==> src/hw/rtl/assert_macros.svh <==
// assertion macros shared by the rtl, empty when synthesizing
`ifndef ASSERT_MACROS_SVH
`define ASSERT_MACROS_SVH

`ifndef SYNTHESIS

`define ASSERT_PROP(name, clk, rst_n, prop) \
  name: assert property (@(posedge clk) disable iff (!rst_n) (prop)) \
    else $error("assertion failed");

`define ASSERT_NEVER(name, clk, rst_n, cond) \
  name: assert property (@(posedge clk) disable iff (!rst_n) !(cond)) \
    else $error("forbidden condition seen");

`else

`define ASSERT_PROP(name, clk, rst_n, prop)

`define ASSERT_NEVER(name, clk, rst_n, cond)

`endif

`endif

==> src/hw/rtl/wavhp_pkg.sv <==
// types and constants of the wav header parser
package wavhp_pkg;

  localparam int unsigned PosWidthDefault = 32;

  localparam logic [31:0] TagRiff = 32'h4646_4952;
  localparam logic [31:0] TagWave = 32'h4556_4157;
  localparam logic [31:0] TagFmt  = 32'h2074_6d66;
  localparam logic [31:0] TagData = 32'h6174_6164;
  localparam logic [31:0] TagList = 32'h5453_494c;

  localparam logic [31:0] FmtBodyBytes = 32'd16;
  localparam logic [15:0] FmtPcm       = 16'd1;
  localparam logic [15:0] Bits8        = 16'd8;
  localparam logic [15:0] Bits16       = 16'd16;
  localparam logic [15:0] ChanMono     = 16'd1;
  localparam logic [15:0] ChanStereo   = 16'd2;

  localparam int unsigned OutDataWidth = 184;

  typedef enum logic [3:0] {
    PH_RIFF,
    PH_RSIZE,
    PH_WAVE,
    PH_ID,
    PH_FMTSZ,
    PH_DATASZ,
    PH_LISTSZ,
    PH_OTHERSZ,
    PH_F0,
    PH_F1,
    PH_F2,
    PH_F3,
    PH_SKIP,
    PH_DONE
  } phase_t;

  typedef enum logic [2:0] {
    ST_OK,
    ST_BAD_RIFF,
    ST_BAD_WAVE,
    ST_MISSING,
    ST_NOT_PCM,
    ST_BAD_BITS,
    ST_BAD_CHAN
  } status_t;

  typedef struct packed {
    logic riff;
    logic wave;
    logic fmt;
    logic data;
    logic lst;
  } tag_flags_t;

  typedef struct packed {
    status_t     status;
    logic [1:0]  sample_format;
    logic [15:0] channel_count;
    logic [31:0] sample_rate;
    logic [31:0] byte_rate;
    logic [15:0] block_alignment;
    logic [15:0] sample_bits;
    logic [31:0] data_offset;
    logic [31:0] data_length;
  } result_t;

endpackage

==> src/hw/rtl/wavhp_parser.sv <==
// byte-wise riff/wave chunk walker with field capture and result build
module wavhp_parser import wavhp_pkg::*; #(
  parameter int unsigned POS_WIDTH = PosWidthDefault
) (
  input  logic       clk,
  input  logic       rst_n,
  input  logic       in_acc,
  input  logic [7:0] in_byte,
  input  logic       in_first,
  input  logic       in_last,
  output logic       res_vld,
  output result_t    res,
  output logic       prs_done
);

  localparam int unsigned OffBits = (POS_WIDTH < 32) ? POS_WIDTH : 32;

  phase_t                 phase_r, phase_nxt;
  logic [1:0]             cnt_r, cnt_nxt;
  logic [31:0]            asm_r, asm_nxt;
  logic [POS_WIDTH-1:0]   pos_r, pos_nxt;
  logic [31:0]            skip_r, skip_nxt;
  tag_flags_t             flags_r, flags_nxt;
  logic [15:0]            fcode_r, fcode_nxt;
  logic [15:0]            ch_r, ch_nxt;
  logic [31:0]            rate_r, rate_nxt;
  logic [31:0]            brate_r, brate_nxt;
  logic [15:0]            align_r, align_nxt;
  logic [15:0]            bits_r, bits_nxt;
  logic [31:0]            off_r, off_nxt;
  logic [31:0]            len_r, len_nxt;
  logic                   emit;

  always_comb begin
    logic [31:0]          word;
    logic [31:0]          skip_dec;
    logic [POS_WIDTH-1:0] pos_inc;
    logic                 all_seen;

    phase_nxt = phase_r;
    cnt_nxt   = cnt_r;
    asm_nxt   = asm_r;
    pos_nxt   = pos_r;
    skip_nxt  = skip_r;
    flags_nxt = flags_r;
    fcode_nxt = fcode_r;
    ch_nxt    = ch_r;
    rate_nxt  = rate_r;
    brate_nxt = brate_r;
    align_nxt = align_r;
    bits_nxt  = bits_r;
    off_nxt   = off_r;
    len_nxt   = len_r;
    all_seen  = 1'b0;
    emit      = 1'b0;

    // a new file wipes everything, then its byte is parsed as byte zero
    if (in_acc && in_first) begin
      phase_nxt = PH_RIFF;
      cnt_nxt   = '0;
      asm_nxt   = '0;
      pos_nxt   = '0;
      skip_nxt  = '0;
      flags_nxt = '0;
      fcode_nxt = '0;
      ch_nxt    = '0;
      rate_nxt  = '0;
      brate_nxt = '0;
      align_nxt = '0;
      bits_nxt  = '0;
      off_nxt   = '0;
      len_nxt   = '0;
    end

    word     = {in_byte, asm_nxt[31:8]};
    skip_dec = skip_nxt - 32'd1;
    pos_inc  = pos_nxt + POS_WIDTH'(1);

    if (in_acc && (phase_nxt != PH_DONE)) begin
      if (phase_nxt == PH_SKIP) begin
        skip_nxt = skip_dec;
        if (skip_dec == '0) begin
          phase_nxt = PH_ID;
        end
      end else begin
        asm_nxt = word;
        if (cnt_nxt == 2'd3) begin
          cnt_nxt = '0;
          case (phase_nxt)
            PH_RIFF: begin
              if (word == TagRiff) flags_nxt.riff = 1'b1;
              phase_nxt = PH_RSIZE;
            end
            PH_RSIZE: begin
              phase_nxt = PH_WAVE;
            end
            PH_WAVE: begin
              if (word == TagWave) flags_nxt.wave = 1'b1;
              phase_nxt = PH_ID;
            end
            PH_ID: begin
              if (word == TagFmt)       phase_nxt = PH_FMTSZ;
              else if (word == TagData) phase_nxt = PH_DATASZ;
              else if (word == TagList) phase_nxt = PH_LISTSZ;
              else                      phase_nxt = PH_OTHERSZ;
            end
            PH_FMTSZ: begin
              // extra fmt bytes are skipped after the fixed body
              skip_nxt  = (word > FmtBodyBytes) ? (word - FmtBodyBytes) : '0;
              phase_nxt = PH_F0;
            end
            PH_DATASZ: begin
              len_nxt        = word;
              off_nxt        = 32'(pos_inc[OffBits-1:0]);
              flags_nxt.data = 1'b1;
              skip_nxt       = word;
              phase_nxt      = (word != '0) ? PH_SKIP : PH_ID;
              all_seen       = flags_nxt.fmt & flags_nxt.data & flags_nxt.lst;
            end
            PH_LISTSZ: begin
              flags_nxt.lst = 1'b1;
              skip_nxt      = word;
              phase_nxt     = (word != '0) ? PH_SKIP : PH_ID;
              all_seen      = flags_nxt.fmt & flags_nxt.data & flags_nxt.lst;
            end
            PH_OTHERSZ: begin
              skip_nxt  = word;
              phase_nxt = (word != '0) ? PH_SKIP : PH_ID;
            end
            PH_F0: begin
              fcode_nxt = word[15:0];
              ch_nxt    = word[31:16];
              phase_nxt = PH_F1;
            end
            PH_F1: begin
              rate_nxt  = word;
              phase_nxt = PH_F2;
            end
            PH_F2: begin
              brate_nxt = word;
              phase_nxt = PH_F3;
            end
            PH_F3: begin
              align_nxt     = word[15:0];
              bits_nxt      = word[31:16];
              flags_nxt.fmt = 1'b1;
              phase_nxt     = (skip_nxt != '0) ? PH_SKIP : PH_ID;
              all_seen      = flags_nxt.fmt & flags_nxt.data & flags_nxt.lst;
            end
            default: begin
            end
          endcase
        end else begin
          cnt_nxt = cnt_nxt + 2'd1;
        end
      end
      pos_nxt = pos_inc;
      emit    = all_seen | in_last;
      if (emit) begin
        phase_nxt = PH_DONE;
      end
    end
  end

  // result fields, built from the state as it stands after this byte
  always_comb begin
    res                 = '0;
    res.channel_count   = ch_nxt;
    res.sample_rate     = rate_nxt;
    res.byte_rate       = brate_nxt;
    res.block_alignment = align_nxt;
    res.sample_bits     = bits_nxt;
    res.data_offset     = off_nxt;
    res.data_length     = len_nxt;
    if (!flags_nxt.riff) begin
      res.status = ST_BAD_RIFF;
    end else if (!flags_nxt.wave) begin
      res.status = ST_BAD_WAVE;
    end else if (!(flags_nxt.fmt && flags_nxt.data)) begin
      res.status = ST_MISSING;
    end else if (fcode_nxt != FmtPcm) begin
      res.status = ST_NOT_PCM;
    end else if (!(bits_nxt inside {Bits8, Bits16})) begin
      res.status = ST_BAD_BITS;
    end else if (!(ch_nxt inside {ChanMono, ChanStereo})) begin
      res.status = ST_BAD_CHAN;
    end else begin
      res.status        = ST_OK;
      res.sample_format = {bits_nxt == Bits16, ch_nxt == ChanStereo};
    end
  end

  assign res_vld  = emit;
  assign prs_done = (phase_r == PH_DONE);

  always_ff @(posedge clk) begin
    if (!rst_n) begin
      phase_r <= PH_RIFF;
      cnt_r   <= '0;
      asm_r   <= '0;
      pos_r   <= '0;
      skip_r  <= '0;
      flags_r <= '0;
      fcode_r <= '0;
      ch_r    <= '0;
      rate_r  <= '0;
      brate_r <= '0;
      align_r <= '0;
      bits_r  <= '0;
      off_r   <= '0;
      len_r   <= '0;
    end else begin
      phase_r <= phase_nxt;
      cnt_r   <= cnt_nxt;
      asm_r   <= asm_nxt;
      pos_r   <= pos_nxt;
      skip_r  <= skip_nxt;
      flags_r <= flags_nxt;
      fcode_r <= fcode_nxt;
      ch_r    <= ch_nxt;
      rate_r  <= rate_nxt;
      brate_r <= brate_nxt;
      align_r <= align_nxt;
      bits_r  <= bits_nxt;
      off_r   <= off_nxt;
      len_r   <= len_nxt;
    end
  end

endmodule

==> src/hw/rtl/wavhp_out_buf.sv <==
// two-entry result buffer: output register plus skid entry
module wavhp_out_buf import wavhp_pkg::*; (
  input  logic    clk,
  input  logic    rst_n,
  input  logic    res_vld,
  input  result_t res,
  output logic    res_rdy,
  output logic    out_vld,
  input  logic    out_rdy,
  output result_t out_res
);

  logic    main_vld_r, main_vld_nxt;
  logic    skid_vld_r, skid_vld_nxt;
  result_t main_r, main_nxt;
  result_t skid_r, skid_nxt;

  always_comb begin
    main_vld_nxt = main_vld_r;
    skid_vld_nxt = skid_vld_r;
    main_nxt     = main_r;
    skid_nxt     = skid_r;
    if (skid_vld_r) begin
      if (out_rdy) begin
        main_nxt     = skid_r;
        skid_vld_nxt = 1'b0;
      end
    end else if (!main_vld_r || out_rdy) begin
      main_vld_nxt = res_vld;
      if (res_vld) main_nxt = res;
    end else if (res_vld) begin
      skid_vld_nxt = 1'b1;
      skid_nxt     = res;
    end
  end

  always_ff @(posedge clk) begin
    if (!rst_n) begin
      main_vld_r <= 1'b0;
      skid_vld_r <= 1'b0;
    end else begin
      main_vld_r <= main_vld_nxt;
      skid_vld_r <= skid_vld_nxt;
    end
  end

  always_ff @(posedge clk) begin
    main_r <= main_nxt;
    skid_r <= skid_nxt;
  end

  assign res_rdy = !skid_vld_r;
  assign out_vld = main_vld_r;
  assign out_res = main_r;

endmodule

==> src/hw/rtl/wav_header_parser_top.sv <==
// wav header parser: riff/wave byte stream in, one header summary word out
//
// usage
//   in_*  : one file byte per word; in_tuser marks the first byte of a file
//           (restarts the parser), in_tlast marks the final byte
//   out_* : one summary word per file, given when fmt, data and LIST chunks
//           have all been seen or at the last byte, whichever comes first
//   bytes after the summary word are dropped until the next first byte
// throughput: one byte per cycle while in_tready is high; the whole per-byte
//   update is a single registered pass through the chunk walker
// out_tvalid rises at the edge that accepts the byte completing the summary
//   if the output register is empty or being read, else via the skid entry
// stall: results sit in a two-entry buffer; in_tready falls only while both
//   entries are full, so bytes keep flowing while one summary waits
// reset: synchronous rst_n clears the parser to expect the RIFF tag and
//   empties the result buffer
`include "assert_macros.svh"

module wav_header_parser_top import wavhp_pkg::*; #(
  parameter int unsigned POS_WIDTH = PosWidthDefault
) (
  input  logic                    clk,
  input  logic                    rst_n,
  input  logic                    in_tvalid,
  output logic                    in_tready,
  input  logic [7:0]              in_tdata,  // [7:0] data_byte
  input  logic                    in_tuser,  // [0] first_byte
  input  logic                    in_tlast,  // last_byte
  output logic                    out_tvalid,
  input  logic                    out_tready,
  // [2:0] status, [4:3] sample_format, [20:5] channel_count,
  // [52:21] sample_rate, [84:53] byte_rate, [100:85] block_alignment,
  // [116:101] sample_bits, [148:117] data_offset, [180:149] data_length
  output logic [OutDataWidth-1:0] out_tdata
);

  logic    in_acc;      // byte word taken this cycle
  logic    res_vld;     // parser finishes a summary on this byte
  result_t res;
  result_t out_res;
  logic    prs_done;    // parser waits for the next file

  assign in_acc = in_tvalid && in_tready;

  // chunk walker and field capture
  wavhp_parser #(
    .POS_WIDTH (POS_WIDTH)
  ) u_parser (
    .clk      (clk),
    .rst_n    (rst_n),
    .in_acc   (in_acc),
    .in_byte  (in_tdata),
    .in_first (in_tuser),
    .in_last  (in_tlast),
    .res_vld  (res_vld),
    .res      (res),
    .prs_done (prs_done)
  );

  // output register with skid entry
  wavhp_out_buf u_out_buf (
    .clk     (clk),
    .rst_n   (rst_n),
    .res_vld (res_vld),
    .res     (res),
    .res_rdy (in_tready),
    .out_vld (out_tvalid),
    .out_rdy (out_tready),
    .out_res (out_res)
  );

  // pack fields, first one lowest, zero fill up to whole bytes
  assign out_tdata = {3'b000,
                      out_res.data_length,
                      out_res.data_offset,
                      out_res.sample_bits,
                      out_res.block_alignment,
                      out_res.byte_rate,
                      out_res.sample_rate,
                      out_res.channel_count,
                      out_res.sample_format,
                      out_res.status};

  // skid entry only fills behind a held output word
  `ASSERT_PROP(a_skid_behind_main, clk, rst_n, in_tready || out_tvalid)
  // a finished summary always parks the parser until the next file
  `ASSERT_PROP(a_done_after_result, clk, rst_n, res_vld |=> prs_done)
  // a failing status never carries a sample format
  `ASSERT_NEVER(a_fmt_on_fail, clk, rst_n,
    out_tvalid && (out_res.status != ST_OK) && (out_res.sample_format != 2'd0))

endmodule
==> config.mk <==
export PLATFORM = sky130hd
export DESIGN_NAME = wav_header_parser_top
export DESIGN_NICKNAME = d
export VERILOG_FILES = /design/src/hw/rtl/wavhp_pkg.sv /design/src/hw/rtl/wavhp_parser.sv /design/src/hw/rtl/wavhp_out_buf.sv /design/src/hw/rtl/wav_header_parser_top.sv
export VERILOG_INCLUDE_DIRS = /design/src /design/src/hw/rtl
export SDC_FILE = /design/constraint.sdc
export NUM_CORES = 1
export LEC_CHECK = 0
export ABC_AREA = 1
export BUFFER_PORTS_ARGS = -buffer_cell sky130_fd_sc_hd__buf_2
export CAP_MARGIN = 15
export CORE_MARGIN = 3
export CORE_UTILIZATION = 50
export CTS_BUF_LIST = sky130_fd_sc_hd__clkbuf_8 sky130_fd_sc_hd__clkbuf_16
export DETAILED_ROUTE_END_ITERATION = 10
export PLACE_DENSITY = 0.68
export SLEW_MARGIN = 20
export SYNTH_ARGS = -nofsm -noshare
export SYNTH_HDL_FRONTEND = slang
export SYNTH_SLANG_ARGS = --single-unit
==> constraint.sdc <==
create_clock -name clk -period 21.7 [get_ports clk]
set_clock_uncertainty 0.1 [all_clocks]
set_input_delay 1.085 -clock clk [delete_from_list [all_inputs] [get_ports clk]]
set_output_delay 1.085 -clock clk [all_outputs]
set_load 0.01 [all_outputs]
# Yosys cells after proc, flatten, opt, wreduce, memory -nomap -nowiden
# Index checks and enable logic that the tools add are counted.
[totals] word_cells=196 input_bits=14 register_bits=663 output_inout_bits=186
[op_classes] reduce_logical=19 n_lt_le_gt_ge=1 n_eq_ne=25 n_mux=103 bitwise=6 n_addsub=4
[ops] cell="$mux W32" count=30
[ops] cell="$mux W181" count=4
[ops] cell="$mux W16" count=20
[ops] cell="$eq A32 B31 Y1 const B" count=4
[ops] cell="$pmux W32 S2" count=1
[ops] cell="$reduce_bool A32 Y1" count=2
[ops] cell="$pmux W4 S10" count=1
[ops] cell="$mux W4" count=9
[ops] cell="$add A32 B1 Y32 const B" count=1
[ops] cell="$eq A32 B30 Y1 const B" count=1
[ops] cell="$gt A32 B5 Y1 const B" count=1
[ops] cell="$logic_not A32 Y1" count=1
[ops] cell="$sub A32 B1 Y32 const B" count=1
[ops] cell="$sub A32 B5 Y32 const B" count=1
[ops] cell="$mux W2" count=11
[ops] cell="$eq A4 B4 Y1 const B" count=5
[ops] cell="$mux W5" count=4
[ops] cell="$mux W3" count=6
[ops] cell="$eq A16 B1 Y1 const B" count=1
[ops] cell="$eq A16 B2 Y1 const B" count=1
[ops] cell="$eq A16 B4 Y1 const B" count=1
[ops] cell="$eq A16 B5 Y1 const B" count=1
[ops] cell="$eq A4 B3 Y1 const B" count=4
[ops] cell="$mux W1" count=16
[ops] cell="19 further kinds" count=31

# Logic depth before layout (Yosys ltp)
[depth] word_depth=20 mapped_depth=29 mapped_depth_nobuf=19

# Modules after synthesis
# A second synthesis with hierarchy kept.
[hier_totals] hier_cells=3641 area_unflattened_um2=29859.9
[modules_own_cells] mod="wavhp_parser" area_each_um2=16458.3 cells_per_inst=2670 seq_area_each_um2=5825.6 instances=1
[modules_own_cells] mod="wavhp_out_buf" area_each_um2=13367.8 cells_per_inst=965 seq_area_each_um2=10910.5 instances=1
[modules_own_cells] mod="wav_header_parser_top" area_each_um2=33.8 cells_per_inst=6 seq_area_each_um2=0.0 instances=1

# Worst setup path before layout
# No wires, ideal clock.
[synth_timing] path_type="input-to-reg" from="input port out_tready" to="register u_out_buf.main_r, in the netlist u_out_buf.out_res[0], enable pin" setup_slack_ps=6853 path_buffers=0 cell_stages=2 setup_time_ps=972 required_ps=20628 arrival_ps=13776 path_cell_list="inv_1 o21ai_0"
[synth_via] elab_chain_cells=3
[synth_lines] element="start, declared" line="wav_header_parser_top.sv:30" source="input logic out_tready,"
[synth_lines] element="$logic_or A1 B1 Y1" line="wavhp_out_buf.sv:28" source="end else if (!main_vld_r || out_rdy) begin"
[synth_lines] element="$reduce_bool A2 Y1 (no line)"
[synth_lines] element="$reduce_and A3 Y1 (no line) (*)"
[synth_lines] element="end signal, assigned" line="wavhp_out_buf.sv:48" source="main_r <= main_nxt;"
[synth_lines] element="end, declared" line="wavhp_out_buf.sv:15" source="result_t main_r, main_nxt;"
# Mark *: on every way between the ends. The rest lies on a longest branch, timed or not.
# A chain may end at the register's enable or synchronous reset.

# Worst setup path in the final report
[layout_timing] from="register u_out_buf.skid_vld_r" to="register u_out_buf.skid_r[100] (netlist bit), enable pin"
[layout_via] elab_chain_cells=12
[layout_lines] element="start, declared" line="wavhp_out_buf.sv:14" source="logic skid_vld_r, skid_vld_nxt;"
[layout_lines] element="start signal, assigned" line="wavhp_out_buf.sv:43" source="skid_vld_r <= skid_vld_nxt;"
[layout_lines] element="$logic_not A1 Y1" line="wavhp_out_buf.sv:52" source="assign res_rdy = !skid_vld_r;"
[layout_lines] element="$logic_and A1 B1 Y1" line="wav_header_parser_top.sv:43" source="assign in_acc = in_tvalid && in_tready;"
[layout_lines] element="$logic_and A1 B1 Y1" line="wavhp_parser.sv:58" source="if (in_acc && in_first) begin"
[layout_lines] element="$mux W4 / $mux W5 (equally long branches)" line="wavhp_parser.sv:58"
[layout_lines] element="$eq A4 B4 Y1 (tied with other cells)" line="wavhp_parser.sv:89" source="case (phase_nxt)"
[layout_lines] element="$pmux W1 S3" line="wavhp_parser.sv:89"
[layout_lines] element="$mux W1" line="wavhp_parser.sv:87" source="if (cnt_nxt == 2'd3) begin"
[layout_lines] element="$mux W1" line="wavhp_parser.sv:80" source="if (phase_nxt == PH_SKIP) begin"
[layout_lines] element="$mux W1" line="wavhp_parser.sv:79" source="if (in_acc && (phase_nxt != PH_DONE)) begin"
[layout_lines] element="$or A1 B1 Y1" line="wavhp_parser.sv:158" source="emit = all_seen | in_last;"
[layout_lines] element="$mux W1" line="wavhp_parser.sv:79"
[layout_lines] element="$reduce_and A3 Y1 (no line) (*)"
[layout_lines] element="end signal, assigned" line="wavhp_out_buf.sv:49" source="skid_r <= skid_nxt;"
[layout_lines] element="end, declared" line="wavhp_out_buf.sv:16" source="result_t skid_r, skid_nxt;"
# Mark *: on every way between the ends. The rest lies on a longest branch, timed or not. The select of a mux whose other input is x is not followed.

==> metrics <==
Final Power between 0.002 and 0.003 W; Switch Pwr 0.000649 W; Ports 200; latest clock arrival within the worst-skew pair 0.61 ns; Syn Area/Cell 8.47 sq um; row count 87; fill count between 5000 and 6000; clk sinks 655; vias in the first global route 21200; postcts setup bufs 0; Clock Path Buffers 3; WL per Instance roughly 18 um; dominant synthesized flop cell edfxtp_1; Synth top area share a little under two fifths; r2r setup slk between 15 and 20 ns; total grt overflow 0; HP Class register to register; post-CTS resize count 0; Mapped Area just under 30000 sq um; dominant cell type by area after synthesis edfxtp_1; H-tree lvl count 3; leak pwr 14.5 nW; post-route ant nets 0; CTS tree yes; Die ar. 61300 sq um; YS warnings 0; Final Cycle Share a little over a quarter; initial antenna violation count 6; async set-reset flop share out of synthesis 0%; Vias/cell 5.35; reported max-cap violation count 0; Detailed Route WL a little under 80 mm; status completed; DP HPWL 49.9 mm; Inserted Clock Buffers approximately 70; sequential element share of the synthesized area 57.3%; most frequent cell after synthesis nand2_1; peak fanout along the critical path 69; Reg2Reg Depth 13; Synth top cells by count nand2_1, inv_1, edfxtp_1; pwr/cell area 82.9 nW/um^2; crit path to u_out_buf.skid_r[100]$_DFFE_PP_; drt drc 0; combinational share of power 7.3%; crit path time final roughly 6 ns; switch share between 20% and 30%; Detailed Routing Iterations Pass 1 6; Port Buf Inserts 196; max-slew violation count 0; nets 3574; Cell Int Power 0.00207 W; post-synthesis register bit count 655; critical path type register to register; Vias 23400; clock transition at the registers of the reported paths approximately 0.060 ns; All-Layer GR Usage between 20% and 30%; Fin Setup TNS 0 ns; RR Endpoint u_out_buf.skid_r[100]$_DFFE_PP_; Reg power frac 49.2%; Iteration-0 DRC Markers 2598; GP Congestion 0.937; CP Launch Type register; largest net degree at the start of global routing between 150 and 200; CTS Hold Bufs 0; clk root buf clkbuf_16; Final setup viols 0; FMAX 0.168 GHz; Clk pwr share 43.5%; die extent in x between 200 and 250 um; Synth Instances 3445; initial cell density of the core between 50% and 60%; share of cells above drive strength 1 10.9%; relative slew slack between 20% and 30%; maximum VDD drop 0.0680 mV; Crit. Startpoint u_out_buf.skid_vld_r$_SDFF_PN0_; Worst Path Required about 22 ns; Tightest Pin Transition 1.07 ns; area grow syn2layout 12.6%; CP Capture Type register; number of synthesized flops with an enable pin around 360; largest cells by area after synthesis edfxtp_1, dfxtp_1, nand2_1, o21ai_0, inv_1; RSZ-0062 raised after global routing no; R2R Path Start u_out_buf.skid_vld_r$_SDFF_PN0_; Hold Vio Cnt, Final 0; Netlist cell types between 40 and 50; first-pass GRT wire length 120 mm; Die H 248 um; core area 57000 sq um; Arr. time, crit path 6.05 ns
registers in the layout, summed over array words and instances (netlist names):
register	count
u_parser.asm_r	24
u_out_buf.skid_r	181
u_parser.fcode_r	16
u_parser.ch_r	16
u_out_buf.out_res	181
u_parser.bits_r	16
u_parser.cnt_r	2
u_parser.off_r	32
u_parser.skip_r	32
u_parser.pos_r	32
u_parser.phase_r	4
u_parser.align_r	16
u_parser.brate_r	32
u_out_buf.skid_vld_r	1
u_parser.len_r	32
u_parser.rate_r	32
u_out_buf.out_vld	1
u_parser.flags_r	5
layout make-up:
| cell class | instances | area (sq um) | area share (%) |
|---|---|---|---|
| Clock inverter | 45 | 364 | 1.11 |
| Tap cell | 756 | 946 | 2.88 |
| Sequential cell | 655 | 16700 | 50.9 |
| Multi-Input combinational cell | 2232 | 10300 | 31.2 |
| Timing Repair Buffer | 221 | 1180 | 3.61 |
| Antenna cell | 4 | 10.0 | 0.0305 |
| Clock buffer | 81 | 1940 | 5.89 |
| Inverter | 375 | 1420 | 4.33 |
worst min path at each step:
stage | cells past startpoint | start | to
6_report | 2 | u_parser.flags_r[3]$_SDFF_PN0_ | u_parser.flags_r[3]$_SDFF_PN0_
5_1_grt | 2 | u_parser.flags_r[3]$_SDFF_PN0_ | u_parser.flags_r[3]$_SDFF_PN0_
4_1_cts | 2 | u_parser.flags_r[3]$_SDFF_PN0_ | u_parser.flags_r[3]$_SDFF_PN0_
3_5_place_dp | 2 | u_parser.flags_r[3]$_SDFF_PN0_ | u_parser.flags_r[3]$_SDFF_PN0_
3_3_place_gp | 2 | u_parser.flags_r[3]$_SDFF_PN0_ | u_parser.flags_r[3]$_SDFF_PN0_
2_1_floorplan | 2 | u_parser.cnt_r[1]$_SDFF_PN0_ | u_parser.cnt_r[1]$_SDFF_PN0_
per-stage QoR:
| stage | utilization (%) | std cells | hold WS [ns] | instance area, sq um | worst slack [ns] |
|---|---|---|---|---|---|
| global placement | 53.5 | 4239 | 0.362 | 30500 | 15.44 |
| CTS | 57.6 | 4365 | 0.381 | 32800 | 15.73 |
| finish | 57.6 | 4369 | 0.378 | 32900 | 15.75 |
| detailed placement | 53.5 | 4239 | 0.372 | 30500 | 15.42 |
| floorplan | - | 3447 | 0.350 | 29200 | 6.85 |
| global route | 57.6 | 4365 | 0.415 | 32900 | 15.27 |
worst max-delay path: stages, from the launching register on:
cell	delay [ns]
dfxtp_4	0.66
inv_6	0.19
nand3_4	0.42
buf_4	0.72
nand2_1	0.23
o41ai_1	0.41
nand2_1	0.09
nand2_1	0.10
inv_1	0.05
nor2_1	0.11
nand3_1	0.18
inv_6	0.41
buf_4	0.78
buf_4	0.83
power by group through the flow:
stage                     Combinational (W)  Sequential, W  Clock (W)
after floorplan                    0.000126        0.00138          0
after global placement             0.000194        0.00137          0
after detailed placement           0.000194        0.00137          0
after CTS                          0.000195        0.00134    0.00120
after global routing               0.000218        0.00134    0.00125
final                              0.000198        0.00134    0.00119
metal layers:
| layer | vias to the layer above | wire (um) | GRT usage, % |
|---|---|---|---|
| li1 | 11500 | - | - |
| met1 | 10800 | 33900 | 35.5 |
| met3 | 139 | 6690 | 4.80 |
| met5 | - | 34 | 0 |
| met4 | 4 | 2120 | 8.05 |
| met2 | 913 | 35300 | 39.2 |
cell usage in the layout (no fill, tap or decap), types with 20 or more instances in the layout:
cell type  instances
a21oi_1          112
buf_2            196
buf_4             23
clkbuf_16         73
dfxtp_1          292
edfxtp_1         362
inv_1            375
nand2_1          920
nand3_1          157
nand4_1           33
nor2_1           337
nor3_1            29
o21a_1            20
o21ai_0          356
o21ai_1           70
xor2_1            36
kinds of logic after synthesis:
group                      synth area share (%)
AOI/OAI and AO/OA                          11.5
other                                    0.0128
DFF                                        57.3
adders and majority gates                 0.257
xor gates and xnor gates                   1.35
buffers and inverters                      7.64
and+or+nand+nor                            21.9
No activity file was read; power rests on OpenSTA's default activity.
